File: src/design/ckre_pkg.sv
`timescale 1ns / 1ps
`default_nettype none
// ----------------------------------------------------------------------------
// ckre_pkg
// Shared types and constants of the colour-key run extractor.
// ----------------------------------------------------------------------------
package ckre_pkg;

  localparam int CKRE_MAX_WIDTH  = 4096;
  localparam int CKRE_MAX_HEIGHT = 4096;
  localparam int CHAN_W          = 8;
  localparam int DIM_W           = 13;
  localparam int CFG_IDX_W       = 3;
  localparam int QUEUE_DEPTH     = 4;

  localparam logic [DIM_W-1:0]  DIM_ALL_ONES = {DIM_W{1'b1}};
  localparam logic [CHAN_W-1:0] CHAN_MAX     = {CHAN_W{1'b1}};

  localparam logic [CFG_IDX_W-1:0] REG_FRAME_WIDTH     = 3'd0;
  localparam logic [CFG_IDX_W-1:0] REG_FRAME_HEIGHT    = 3'd1;
  localparam logic [CFG_IDX_W-1:0] REG_TOLERANCE_RED   = 3'd2;
  localparam logic [CFG_IDX_W-1:0] REG_TOLERANCE_GREEN = 3'd3;
  localparam logic [CFG_IDX_W-1:0] REG_TOLERANCE_BLUE  = 3'd4;

  localparam logic KIND_RUN = 1'b0;
  localparam logic KIND_BOX = 1'b1;

  typedef struct packed {
    logic [CHAN_W-1:0] red;
    logic [CHAN_W-1:0] green;
    logic [CHAN_W-1:0] blue;
  } ckre_pix_t;

  typedef struct packed {
    logic             kind;
    logic [DIM_W-1:0] left;
    logic [DIM_W-1:0] top;
    logic [DIM_W-1:0] right;
    logic [DIM_W-1:0] bottom;
    logic             empty_res;
    logic             last;
  } ckre_res_t;

  // classification of one pixel, front to back
  typedef struct packed {
    logic transparent;
    logic row_end;
    logic frame_end;
  } ckre_cls_t;

endpackage : ckre_pkg
`default_nettype wire

File: src/design/color_key_run_extractor_core.sv
`timescale 1ns / 1ps
`default_nettype none
// ----------------------------------------------------------------------------
// color_key_run_extractor_core
// Colour-key run extractor: opaque runs and frame bounding box from pixels.
// ----------------------------------------------------------------------------
// Takes one pixel per clock in raster order, unless in_full holds it off.
// The first pixel of each frame sets the key; every horizontal run of
// opaque pixels gives one rectangle, and the last pixel of the frame also
// gives the bounding box. The front stage classifies a pixel in the cycle
// it is accepted and hands it through a four-item queue to the back stage,
// which writes results into a four-item output queue. The back stage takes
// one pixel per cycle while the output queue has room, but stops for the
// second result of a frame that ends on an open run. A result reaches the
// output ports through the pixel queue and the output queue.
// ----------------------------------------------------------------------------
module color_key_run_extractor_core import ckre_pkg::*; #(
  parameter int MAX_WIDTH  = CKRE_MAX_WIDTH,
  parameter int MAX_HEIGHT = CKRE_MAX_HEIGHT
) (
  input  wire logic                 clk,
  input  wire logic                 rst_n,
  input  wire logic                 cfg_valid,
  output logic                      cfg_ready,
  input  wire logic [CFG_IDX_W-1:0] cfg_index,
  input  wire logic [DIM_W-1:0]     cfg_data,
  input  wire logic                 in_push,
  output logic                      in_full,
  input  wire ckre_pix_t            in_data,
  output logic                      out_empty,
  input  wire logic                 out_pop,
  output ckre_res_t                 out_data
);

  localparam int CW   = (MAX_WIDTH > 1) ? $clog2(MAX_WIDTH) : 1;
  localparam int RW   = (MAX_HEIGHT > 1) ? $clog2(MAX_HEIGHT) : 1;
  localparam int RECW = $bits(ckre_cls_t) + CW + RW;

  logic            rec_push, rec_pop, rec_full, rec_empty;
  ckre_cls_t       f_cls, b_cls;
  logic [CW-1:0]   f_col, b_col;
  logic [RW-1:0]   f_row, b_row;
  logic [RECW-1:0] rec_rd;
  logic            res_push, res_full, box_pend;
  ckre_res_t       res_data;

  assign cfg_ready = 1'b1;
  assign in_full   = rec_full;

  ckre_front #(
    .MAX_WIDTH  (MAX_WIDTH),
    .MAX_HEIGHT (MAX_HEIGHT)
  ) u_front (
    .clk       (clk),
    .rst_n     (rst_n),
    .cfg_wr    (cfg_valid && cfg_ready),
    .cfg_index (cfg_index),
    .cfg_data  (cfg_data),
    .pix_push  (in_push),
    .pix       (in_data),
    .q_full    (rec_full),
    .rec_push  (rec_push),
    .rec_cls   (f_cls),
    .rec_col   (f_col),
    .rec_row   (f_row)
  );

  ckre_fifo #(
    .WIDTH (RECW),
    .DEPTH (QUEUE_DEPTH)
  ) u_rec_q (
    .clk     (clk),
    .rst_n   (rst_n),
    .push    (rec_push),
    .wr_data ({f_cls, f_col, f_row}),
    .full    (rec_full),
    .pop     (rec_pop),
    .rd_data (rec_rd),
    .empty   (rec_empty)
  );

  assign {b_cls, b_col, b_row} = rec_rd;

  ckre_back #(
    .MAX_WIDTH  (MAX_WIDTH),
    .MAX_HEIGHT (MAX_HEIGHT)
  ) u_back (
    .clk       (clk),
    .rst_n     (rst_n),
    .rec_empty (rec_empty),
    .rec_cls   (b_cls),
    .rec_col   (b_col),
    .rec_row   (b_row),
    .rec_pop   (rec_pop),
    .res_full  (res_full),
    .res_push  (res_push),
    .res_data  (res_data),
    .box_pend  (box_pend)
  );

  ckre_fifo #(
    .WIDTH ($bits(ckre_res_t)),
    .DEPTH (QUEUE_DEPTH)
  ) u_res_q (
    .clk     (clk),
    .rst_n   (rst_n),
    .push    (res_push),
    .wr_data (res_data),
    .full    (res_full),
    .pop     (out_pop),
    .rd_data (out_data),
    .empty   (out_empty)
  );

  a_no_push_when_full: assert property (@(posedge clk) disable iff (!rst_n)
    res_push |-> !res_full)
    else $error("result written into a full queue");

  a_no_pop_when_empty: assert property (@(posedge clk) disable iff (!rst_n)
    rec_pop |-> !rec_empty)
    else $error("pixel record taken from an empty queue");

  a_box_is_last: assert property (@(posedge clk) disable iff (!rst_n)
    (res_push && res_data.kind == KIND_BOX) |-> res_data.last)
    else $error("bounding box not marked last");

  a_pend_blocks_pop: assert property (@(posedge clk) disable iff (!rst_n)
    box_pend |-> !rec_pop)
    else $error("record taken while bounding box pending");

endmodule : color_key_run_extractor_core
`default_nettype wire

File: src/design/ckre_fifo.sv
`timescale 1ns / 1ps
`default_nettype none
// ----------------------------------------------------------------------------
// ckre_fifo
// Small register queue with show-ahead read.
// ----------------------------------------------------------------------------
module ckre_fifo #(
  parameter int WIDTH = 8,
  parameter int DEPTH = 4,
  localparam int PW = (DEPTH > 1) ? $clog2(DEPTH) : 1,
  localparam int CNTW = $clog2(DEPTH + 1)
) (
  input  wire logic             clk,
  input  wire logic             rst_n,
  input  wire logic             push,
  input  wire logic [WIDTH-1:0] wr_data,
  output logic                  full,
  input  wire logic             pop,
  output logic [WIDTH-1:0]      rd_data,
  output logic                  empty
);

  logic [WIDTH-1:0] mem_r [DEPTH];
  logic [PW-1:0]    wr_ptr_r, wr_ptr_nxt;
  logic [PW-1:0]    rd_ptr_r, rd_ptr_nxt;
  logic [CNTW-1:0]  count_r, count_nxt;
  logic             do_push, do_pop;

  assign full    = (count_r == CNTW'(DEPTH));
  assign empty   = (count_r == '0);
  assign do_push = push && !full;
  assign do_pop  = pop && !empty;
  assign rd_data = mem_r[rd_ptr_r];

  always_comb begin
    wr_ptr_nxt = wr_ptr_r;
    rd_ptr_nxt = rd_ptr_r;
    count_nxt  = count_r;
    if (do_push) begin
      wr_ptr_nxt = (wr_ptr_r == PW'(DEPTH - 1)) ? '0 : wr_ptr_r + 1'b1;
    end
    if (do_pop) begin
      rd_ptr_nxt = (rd_ptr_r == PW'(DEPTH - 1)) ? '0 : rd_ptr_r + 1'b1;
    end
    if (do_push && !do_pop) begin
      count_nxt = count_r + 1'b1;
    end else if (do_pop && !do_push) begin
      count_nxt = count_r - 1'b1;
    end
  end

  always_ff @(posedge clk) begin
    if (!rst_n) begin
      wr_ptr_r <= '0;
      rd_ptr_r <= '0;
      count_r  <= '0;
    end else begin
      wr_ptr_r <= wr_ptr_nxt;
      rd_ptr_r <= rd_ptr_nxt;
      count_r  <= count_nxt;
    end
  end

  always_ff @(posedge clk) begin
    if (do_push) begin
      mem_r[wr_ptr_r] <= wr_data;
    end
  end

endmodule : ckre_fifo
`default_nettype wire

File: src/design/ckre_front.sv
`timescale 1ns / 1ps
`default_nettype none
// ----------------------------------------------------------------------------
// ckre_front
// Config registers, raster position, key capture and pixel classification.
// ----------------------------------------------------------------------------
module ckre_front import ckre_pkg::*; #(
  parameter int MAX_WIDTH  = CKRE_MAX_WIDTH,
  parameter int MAX_HEIGHT = CKRE_MAX_HEIGHT,
  localparam int CW = (MAX_WIDTH > 1) ? $clog2(MAX_WIDTH) : 1,
  localparam int RW = (MAX_HEIGHT > 1) ? $clog2(MAX_HEIGHT) : 1,
  localparam int SW = (CW + 1 > DIM_W) ? CW + 1 : DIM_W,
  localparam int SH = (RW + 1 > DIM_W) ? RW + 1 : DIM_W
) (
  input  wire logic                 clk,
  input  wire logic                 rst_n,
  input  wire logic                 cfg_wr,
  input  wire logic [CFG_IDX_W-1:0] cfg_index,
  input  wire logic [DIM_W-1:0]     cfg_data,
  input  wire logic                 pix_push,
  input  wire ckre_pix_t            pix,
  input  wire logic                 q_full,
  output logic                      rec_push,
  output ckre_cls_t                 rec_cls,
  output logic [CW-1:0]             rec_col,
  output logic [RW-1:0]             rec_row
);

  logic [DIM_W-1:0]  width_r, height_r;
  logic [CHAN_W-1:0] tol_r    [3];
  logic [CHAN_W-1:0] key_lo_r [3];
  logic [CHAN_W-1:0] key_hi_r [3];
  logic [CW-1:0]     column_r, column_nxt;
  logic [RW-1:0]     row_r, row_nxt;

  logic [CHAN_W-1:0] chan    [3];
  logic [CHAN_W-1:0] band_lo [3];
  logic [CHAN_W-1:0] band_hi [3];
  logic [CHAN_W:0]   band_sum [3];
  logic [2:0]        in_band;
  logic              first;
  logic [SW-1:0]     w_eff, col_inc;
  logic [SH-1:0]     h_eff, row_inc;
  logic              accept;

  assign chan[0] = pix.red;
  assign chan[1] = pix.green;
  assign chan[2] = pix.blue;
  assign accept  = pix_push && !q_full;
  assign first   = (column_r == '0) && (row_r == '0);

  always_comb begin
    for (int i = 0; i < 3; i++) begin
      band_lo[i]  = (chan[i] > tol_r[i]) ? chan[i] - tol_r[i] : '0;
      band_sum[i] = {1'b0, chan[i]} + {1'b0, tol_r[i]};
      band_hi[i]  = band_sum[i][CHAN_W] ? CHAN_MAX : band_sum[i][CHAN_W-1:0];
      in_band[i]  = (chan[i] >= key_lo_r[i]) && (chan[i] <= key_hi_r[i]);
    end
  end

  always_comb begin
    if (width_r == '0) begin
      w_eff = SW'(1);
    end else if (SW'(width_r) > SW'(MAX_WIDTH)) begin
      w_eff = SW'(MAX_WIDTH);
    end else begin
      w_eff = SW'(width_r);
    end
    if (height_r == '0) begin
      h_eff = SH'(1);
    end else if (SH'(height_r) > SH'(MAX_HEIGHT)) begin
      h_eff = SH'(MAX_HEIGHT);
    end else begin
      h_eff = SH'(height_r);
    end
  end

  assign col_inc = SW'(column_r) + 1'b1;
  assign row_inc = SH'(row_r) + 1'b1;

  // the key pixel always lies inside its own band
  assign rec_cls.transparent = first || (&in_band);
  assign rec_cls.row_end     = (col_inc >= w_eff);
  assign rec_cls.frame_end   = rec_cls.row_end && (row_inc >= h_eff);
  assign rec_col             = column_r;
  assign rec_row             = row_r;
  assign rec_push            = accept;

  always_comb begin
    column_nxt = column_r;
    row_nxt    = row_r;
    if (accept) begin
      if (rec_cls.frame_end) begin
        column_nxt = '0;
        row_nxt    = '0;
      end else if (rec_cls.row_end) begin
        column_nxt = '0;
        row_nxt    = RW'(row_inc);
      end else begin
        column_nxt = CW'(col_inc);
      end
    end
  end

  always_ff @(posedge clk) begin
    if (!rst_n) begin
      width_r  <= DIM_W'(CKRE_MAX_WIDTH);
      height_r <= DIM_W'(CKRE_MAX_HEIGHT);
      column_r <= '0;
      row_r    <= '0;
      for (int i = 0; i < 3; i++) begin
        tol_r[i]    <= '0;
        key_lo_r[i] <= '0;
        key_hi_r[i] <= '0;
      end
    end else begin
      column_r <= column_nxt;
      row_r    <= row_nxt;
      if (cfg_wr) begin
        case (cfg_index)
          REG_FRAME_WIDTH:     width_r  <= cfg_data;
          REG_FRAME_HEIGHT:    height_r <= cfg_data;
          REG_TOLERANCE_RED:   tol_r[0] <= cfg_data[CHAN_W-1:0];
          REG_TOLERANCE_GREEN: tol_r[1] <= cfg_data[CHAN_W-1:0];
          REG_TOLERANCE_BLUE:  tol_r[2] <= cfg_data[CHAN_W-1:0];
          default: ;
        endcase
      end
      if (accept && first) begin
        for (int i = 0; i < 3; i++) begin
          key_lo_r[i] <= band_lo[i];
          key_hi_r[i] <= band_hi[i];
        end
      end
    end
  end

endmodule : ckre_front
`default_nettype wire

File: src/design/ckre_back.sv
`timescale 1ns / 1ps
`default_nettype none
// ----------------------------------------------------------------------------
// ckre_back
// Run tracking, bounding box accumulation and result generation.
// ----------------------------------------------------------------------------
module ckre_back import ckre_pkg::*; #(
  parameter int MAX_WIDTH  = CKRE_MAX_WIDTH,
  parameter int MAX_HEIGHT = CKRE_MAX_HEIGHT,
  localparam int CW  = (MAX_WIDTH > 1) ? $clog2(MAX_WIDTH) : 1,
  localparam int RW  = (MAX_HEIGHT > 1) ? $clog2(MAX_HEIGHT) : 1,
  localparam int BLW = (CW > DIM_W) ? CW : DIM_W,
  localparam int BTW = (RW > DIM_W) ? RW : DIM_W
) (
  input  wire logic          clk,
  input  wire logic          rst_n,
  input  wire logic          rec_empty,
  input  wire ckre_cls_t     rec_cls,
  input  wire logic [CW-1:0] rec_col,
  input  wire logic [RW-1:0] rec_row,
  output logic               rec_pop,
  input  wire logic          res_full,
  output logic               res_push,
  output ckre_res_t          res_data,
  output logic               box_pend
);

  logic           in_run_r, in_run_nxt;
  logic [CW-1:0]  run_start_r, run_start_nxt;
  logic [BLW-1:0] box_left_r, box_left_nxt;
  logic [BTW-1:0] box_top_r, box_top_nxt;
  logic [CW:0]    box_right_r, box_right_nxt;
  logic [RW:0]    box_bottom_r, box_bottom_nxt;
  logic           any_run_r, any_run_nxt;
  logic           pend_r, pend_nxt;

  logic           close;
  logic [CW-1:0]  start;
  logic [CW:0]    run_end;
  logic [RW:0]    row_inc;
  ckre_res_t      box_res;
  logic           clear;

  assign row_inc  = {1'b0, rec_row} + 1'b1;
  assign start    = in_run_r ? run_start_r : rec_col;
  assign box_pend = pend_r;

  always_comb begin
    box_res.kind      = KIND_BOX;
    box_res.left      = any_run_r ? DIM_W'(box_left_r) : '0;
    box_res.top       = any_run_r ? DIM_W'(box_top_r) : '0;
    box_res.right     = any_run_r ? DIM_W'(box_right_r) : '0;
    box_res.bottom    = any_run_r ? DIM_W'(box_bottom_r) : '0;
    box_res.empty_res = !any_run_r;
    box_res.last      = 1'b1;
  end

  always_comb begin
    in_run_nxt     = in_run_r;
    run_start_nxt  = run_start_r;
    box_left_nxt   = box_left_r;
    box_top_nxt    = box_top_r;
    box_right_nxt  = box_right_r;
    box_bottom_nxt = box_bottom_r;
    any_run_nxt    = any_run_r;
    pend_nxt       = pend_r;
    rec_pop        = 1'b0;
    res_push       = 1'b0;
    res_data       = box_res;
    close          = 1'b0;
    run_end        = {1'b0, rec_col};
    clear          = 1'b0;

    if (pend_r) begin
      // second result of a frame that ended on a run
      if (!res_full) begin
        res_push = 1'b1;
        pend_nxt = 1'b0;
        clear    = 1'b1;
      end
    end else if (!rec_empty && !res_full) begin
      rec_pop = 1'b1;
      if (rec_cls.transparent) begin
        close   = in_run_r;
        run_end = {1'b0, rec_col};
      end else begin
        close         = rec_cls.row_end;
        run_end       = {1'b0, rec_col} + 1'b1;
        in_run_nxt    = 1'b1;
        run_start_nxt = start;
      end
      if (close) begin
        res_push           = 1'b1;
        res_data.kind      = KIND_RUN;
        res_data.left      = DIM_W'(start);
        res_data.top       = DIM_W'(rec_row);
        res_data.right     = DIM_W'(run_end);
        res_data.bottom    = DIM_W'(row_inc);
        res_data.empty_res = 1'b0;
        res_data.last      = !rec_cls.frame_end;
        if (BLW'(start) < box_left_r) begin
          box_left_nxt = BLW'(start);
        end
        if (BTW'(rec_row) < box_top_r) begin
          box_top_nxt = BTW'(rec_row);
        end
        if (run_end > box_right_r) begin
          box_right_nxt = run_end;
        end
        if (row_inc > box_bottom_r) begin
          box_bottom_nxt = row_inc;
        end
        any_run_nxt = 1'b1;
        in_run_nxt  = 1'b0;
        pend_nxt    = rec_cls.frame_end;
      end else if (rec_cls.frame_end) begin
        res_push = 1'b1;
        clear    = 1'b1;
      end
      if (rec_cls.row_end) begin
        in_run_nxt = 1'b0;
      end
    end

    if (clear) begin
      in_run_nxt     = 1'b0;
      run_start_nxt  = '0;
      box_left_nxt   = BLW'(DIM_ALL_ONES);
      box_top_nxt    = BTW'(DIM_ALL_ONES);
      box_right_nxt  = '0;
      box_bottom_nxt = '0;
      any_run_nxt    = 1'b0;
    end
  end

  always_ff @(posedge clk) begin
    if (!rst_n) begin
      in_run_r     <= 1'b0;
      run_start_r  <= '0;
      box_left_r   <= BLW'(DIM_ALL_ONES);
      box_top_r    <= BTW'(DIM_ALL_ONES);
      box_right_r  <= '0;
      box_bottom_r <= '0;
      any_run_r    <= 1'b0;
      pend_r       <= 1'b0;
    end else begin
      in_run_r     <= in_run_nxt;
      run_start_r  <= run_start_nxt;
      box_left_r   <= box_left_nxt;
      box_top_r    <= box_top_nxt;
      box_right_r  <= box_right_nxt;
      box_bottom_r <= box_bottom_nxt;
      any_run_r    <= any_run_nxt;
      pend_r       <= pend_nxt;
    end
  end

endmodule : ckre_back
`default_nettype wire

File: config.mk
export PLATFORM = sky130hd
export DESIGN_NAME = color_key_run_extractor_core
export DESIGN_NICKNAME = d
export VERILOG_FILES = /design/src/design/ckre_pkg.sv /design/src/design/color_key_run_extractor_core.sv /design/src/design/ckre_fifo.sv /design/src/design/ckre_front.sv /design/src/design/ckre_back.sv
export SDC_FILE = /design/constraint.sdc
export NUM_CORES = 1
export LEC_CHECK = 0
export CAP_MARGIN = 15
export CORE_MARGIN = 2
export CORE_UTILIZATION = 35
export DETAILED_ROUTE_END_ITERATION = 7
export DONT_BUFFER_PORTS = 1
export GPL_TIMING_DRIVEN = 0
export MAX_ROUTING_LAYER = met4
export PLACE_DENSITY = 0.48
export SYNTH_ARGS = -nofsm -noshare
export SYNTH_HDL_FRONTEND = slang
export SYNTH_SLANG_ARGS = --single-unit
File: constraint.sdc
create_clock -name clk -period 6.7 [get_ports clk]
set_input_delay 1.34 -clock clk [delete_from_list [all_inputs] [get_ports clk]]
set_output_delay 1.34 -clock clk [all_outputs]
set_load 0.02 [all_outputs]
# == Word-level counts from Yosys, hierarchy flattened ==
# Memory sizes are Yosys's and may differ from the RTL's. A register that Yosys moved wholly into a read port is not among the register bits.
# Index checks and enable logic that the tools add are counted.
# classes
addsub,18
n_lt_le_gt_ge,17
n_eq_ne,11
mux,86
bitwise,12
reduce_logical,49
# op_table
operator,n
55-bit 2-to-1 mux,3
13-bit 2-to-1 mux,11
8-bit 2-to-1 mux,15
12-bit 2-to-1 mux,5
"12-bit by 1-bit adder with 13-bit output, second input constant",4
1-bit 2-to-1 mux,40
8-bit by 8-bit adder with 9-bit output,3
13-bit greater-or-equal comparator,2
13-bit > comparator,2
"13-bit > comparator, second input constant",2
13-bit zero test,2
12-bit by 13-bit < comparator with 1-bit output,2
8-bit greater-or-equal comparator,3
8-bit > comparator,3
8-bit <= comparator,3
12-bit zero test,2
8-bit subtractor,3
1-bit logical AND,16
2-bit 2-to-1 mux,8
4-bit AND reduction,4
3-bit 2-to-1 mux,4
3-bit AND reduction,4
1-bit zero test,10
"3-bit equality test, second input constant",3
14 further kinds,39
# word_totals
regBits,131
ramBits,400
inputBits,45
word_cells,216
n_memories,5
# mem_list
name,depth,width,rd,rd_clocked_by_memory_dff,write_ports,line_no,source
u_res_q.mem_r,4,55,1,1,1,ckre_fifo.sv:23,logic [WIDTH-1:0] mem_r [DEPTH];
u_rec_q.mem_r,4,27,1,1,1,ckre_fifo.sv:23,
u_front.key_hi_r,3,8,3,0,3,ckre_front.sv:32,logic [CHAN_W-1:0] key_hi_r [3];
u_front.key_lo_r,3,8,3,0,3,ckre_front.sv:31,logic [CHAN_W-1:0] key_lo_r [3];
u_front.tol_r,3,8,3,0,3,ckre_front.sv:30,logic [CHAN_W-1:0] tol_r [3];

# == Logic depth before layout (Yosys ltp) ==
# depth
depth_word,13
depth_mapped,18
depth_no_buf,15

# == Modules after synthesis ==
# A second synthesis with hierarchy kept.
# unflattened
cells_unflattened,2144
area_unflattened_um2,26688.1
# modules_own_cells
module,n_inst,cells_per_inst,area_per_inst_um2,seq_area_each_um2
ckre_front,1,966,8827.2,3163.0
ckre_fifo at u_res_q,1,338,8485.6,6786.5
ckre_back,1,646,4939.7,1341.3
ckre_fifo at u_rec_q,1,192,4424.2,3423.3
color_key_run_extractor_core,1,2,11.3,0.0

# == Worst setup path before layout ==
# No wires, ideal clock.
# synth_path
kind,reg2reg
startpoint,register (tool-made name)
endpoint,register u_back.box_right_r[10]
setup_time_ps,128
arrival_ps,3765
t_required_ps,6572
setup_slack_ps,2808
path_stages_with_launch,19
path_buffers,3
path_cell_list,dfxtp_1 > buf_6 > buf_4 > mux4_2 > ha_1 > nor2b_1 > and2_1 > nand2_1 > xor2_1 > inv_1 > ha_1 > nor2_1 > nor3_1 > o31ai_1 > and3_1 > nor4_4 > buf_6 > mux2i_1 > nor2_1
# synth_rtl
element,line_no,source
end signal: assignment,ckre_back.sv:151,box_right_r <= box_right_nxt;
end: declaration,ckre_back.sv:32,"logic [CW:0] box_right_r, box_right_nxt;"

==> impl_metrics.yaml <==
run_status:
  outcome: "complete, no violations"
routing:
  vias: 16100
  drtPass1Iterations: 6
  viasPerCell: 5.04
  postRouteAntennaNets: 0
  drtIter0Drc: 869
  route.detailed.drc: 0
  totalWireLength_um: 62200
  post_drt_wl_per_cell_um: 19.5
synthesis:
  synthArstFlopShare_pct: 0
  synth_area_leaders: "edfxtp_1, dfxtp_1, ha_1"
  syn_area_um2: 26000
  yosysTopAreaCell: "edfxtp_1"
  synth_top_flop_cell: "edfxtp_1"
  synth.avg_cell_area_um2: 12.3
  synth.distinct_cells: 64
  syn_inst: 2110
  synth_seq_area_share_pct: 56.5
  synth_top_area_share_pct: 46.1
  synth-edff-count: 400
  syn_nets: 2351
  ys_ff_latch: 535
  yosys_warnings: 0
critical_path:
  reg2reg_setup_slack_ns: 1.96
  endpoint_kind: "register"
  worst-path-max-fanout: 10
  r2r-end: "u_back.box_right_r[10]"
  startpoint_type: "register"
  critPathRequiredTime_ns: 7.17
  reg2reg_depth: 18
  critPathArrivalTime_ns: 5.21
  critical_path_class: "reg -> reg"
floorplan:
  die_w_um: 277
  coreArea_um2: 74100
  num_rows: 100
  die-area_um2: 76600
  die_h_um: 277
  io_pins: 103
  start_util_pct: 35.2
job:
  maxCapViolCount: 0
clocking:
  clk_latency_ns: 0.64
  cts_resized: 0
  cts_hold_buf: 0
  cts_tree: "done"
  clk_pin_slew_ns: 0.06
  cts_buffers: 59
  post_cts_buffers: 0
  cts-root-buf: "clkbuf_16"
  clock_path_buffers: 3
  htreeDepth: 2
  clkSinkCount: 535
worst_hold_path:
  holdPathStages: 2
  hold_path.class: "reg -> reg"
  min_to: "u_front.width_r[0]"
  min_from: "u_front.width_r[0]"
global_routing:
  grt_max_degree: 47
  grt_usage_pct: 16.8
  grt_pass1_vias: 16400
  grt-ovfl-total: 0
  grt_pass1_wl_um: 96900
  antenna_found_initial: 0
placement:
  gp_congestion: 0.855
  dp.cells: 3088
  dp_hpwl_um: 45300
  io_buffer_count: 0
finish:
  diodes: 0
  drive_gt1_share_pct: 9.48
  fin_util_pct: 39.6
  syn2layout_area_growth_pct: 12.5
  fin_cells: 3195
  layout.nets: 2422
power:
  p_total_mw: 11.7
  p_leak_nw: 10.7
  power_density_nw_per_um2: 398
  max-vdd-ir-drop_v: 0.000221
timing:
  hold_violations: 0
  timing.fmax_mhz: 211
  fin_crit_ns: 4.74
  finalSetupViolCount: 0
  holdWs_ns: 0.456
  worst_slew_pin_slew_ns: 1.18
  skew_ns: 0.0344
  drv_slew: 0
  rsz0062_at_grt: "false"
  slew_headroom_pct: 20.6
  setup_tns_ns: 0
  period_share_pct: 70.7
-- cells in the final DEF (no fill, tap or decap), types with 18 or more instances in the layout --
cell         n
nand2b_1    18
clkbuf_16   59
xnor2_1     46
nand2_1    198
o21ai_0     65
ha_1       188
mux4_2      82
nand3_1     72
nor2_1     131
nand4_1     25
a21o_1      18
mux2i_1     39
a21oi_1    115
clkbuf_1    75
edfxtp_1   400
nor2b_1     25
dfxtp_1    135
a211oi_1    25
and3_1      24
nor3_1      47
xor2_1      31
inv_1      169
-- critical path, cell delays in order, from the launching register on --
cell and delay [ns]:
dfxtp_1 0.30, buf_2 0.25, buf_1 0.57, mux4_2 0.48, ha_1 0.22, nor2b_1 0.14, and2_1 0.19, nand2_1 0.08
xor2_1 0.28, inv_1 0.08, ha_1 0.30, nor2_1 0.05, nor3_1 0.14, o31ai_1 0.11, and3_1 0.22, nor4_4 0.64
buf_6 0.26, mux2i_1 0.19, nor2_1 0.05
-- report_power, final --
part           switching, mW  internal, mW  total (mW)  leakage, nW
combinational           2.61          1.34        3.95         4.93
clock                   1.33          1.78        3.11        0.896
sequential             0.206          4.40        4.60         4.86
total                   4.15          7.51        11.7         10.7
-- kinds of logic (layout without fill, tap and decap cells) --
| group | Yosys count | in the layout | synth area share, % |
|---|---|---|---|
| flops | 535 | 535 | 56.5 |
| xor+xnor | 77 | 77 | 2.59 |
| simple gates | 609 | 609 | 11.2 |
| other cells | 1 | 1 | 0.0144 |
| fa+ha+maj | 196 | 196 | 9.65 |
| compound gates | 316 | 316 | 7.54 |
| buf+inv | 253 | 369 | 3.82 |
| mux | 123 | 123 | 8.68 |
-- layer usage --
| layer | part of all wire, % | track usage, % | vias to the layer above |
|---|---|---|---|
| li1 | - | - | 7868 |
| met4 | 1.9 | 3.92 | 0 |
| met3 | 3.9 | 2.61 | 91 |
| met5 | 0 | - | - |
| met1 | 45 | 21.3 | 7866 |
| met2 | 49 | 28.3 | 267 |
-- stage by stage --
step	setup WS (ns)	instance area, µm²
2_1_floorplan	2.81	26000
3_3_place_gp	1.13	27300
3_5_place_dp	1.96	27500
4_1_cts	1.92	29300
5_1_grt	1.70	29300
6_report	1.96	29300
-- cell usage after synthesis, types with 11 or more instances --
cell and number:
ha_1 188, a211oi_1 25, xor2_1 31, o21bai_1 12, nand2b_1 19, nor2b_1 25, nand3_1 72, and3_1 24
nor3_1 47, clkbuf_1 58, edfxtp_1 400, a21oi_1 115, o21ai_0 65, buf_1 13, and2_1 21, a21o_1 18
dfxtp_1 135, nand4_1 25, inv_1 169, o21a_1 11, a31oi_1 14, nor2_1 131, nand2_1 198, xnor2_1 46
mux2i_1 39, o211ai_1 17, mux4_2 82
-- worst max path at each step --
stage               startpoint                      to  slack (ns)
CTS                   register  u_back.box_right_r[10]        1.92
floorplan             register  u_back.box_right_r[10]        2.81
detailed placement    register  u_back.box_right_r[10]        1.96
global placement      register    u_res_q.mem_r[1][33]        1.13
global route          register  u_back.box_right_r[11]        1.70
finish                register  u_back.box_right_r[10]        1.96
-- registers in the layout, summed over array words and instances, names as in the netlist, 13 cells and up, named ones only --
| register | count |
|---|---|
| u_back.box_bottom_r | 13 |
| u_back.box_left_r | 13 |
| u_front.height_r | 13 |
| u_back.box_top_r | 13 |
| u_front.tol_r | 24 |
| u_back.box_right_r | 13 |
| u_rec_q.mem_r | 108 |
| u_front.key_hi_r | 24 |
| u_res_q.mem_r | 220 |
| u_front.key_lo_r | 24 |
| u_front.width_r | 13 |
-- area by class of cell --
| type | instances | area (µm²) |
|---|---|---|
| Inverter | 172 | 646 |
| Buffer | 81 | 349 |
| Clock inverter | 27 | 273 |
| Timing Repair Buffer | 10 | 184 |
| Fill cell | 7094 | 44800 |
| Sequential cell | 535 | 14700 |
| Clock buffer | 79 | 1580 |
| Tap cell | 969 | 1210 |
| Multi-Input combinational cell | 1322 | 10400 |
No activity file was read; power rests on OpenSTA's default activity.
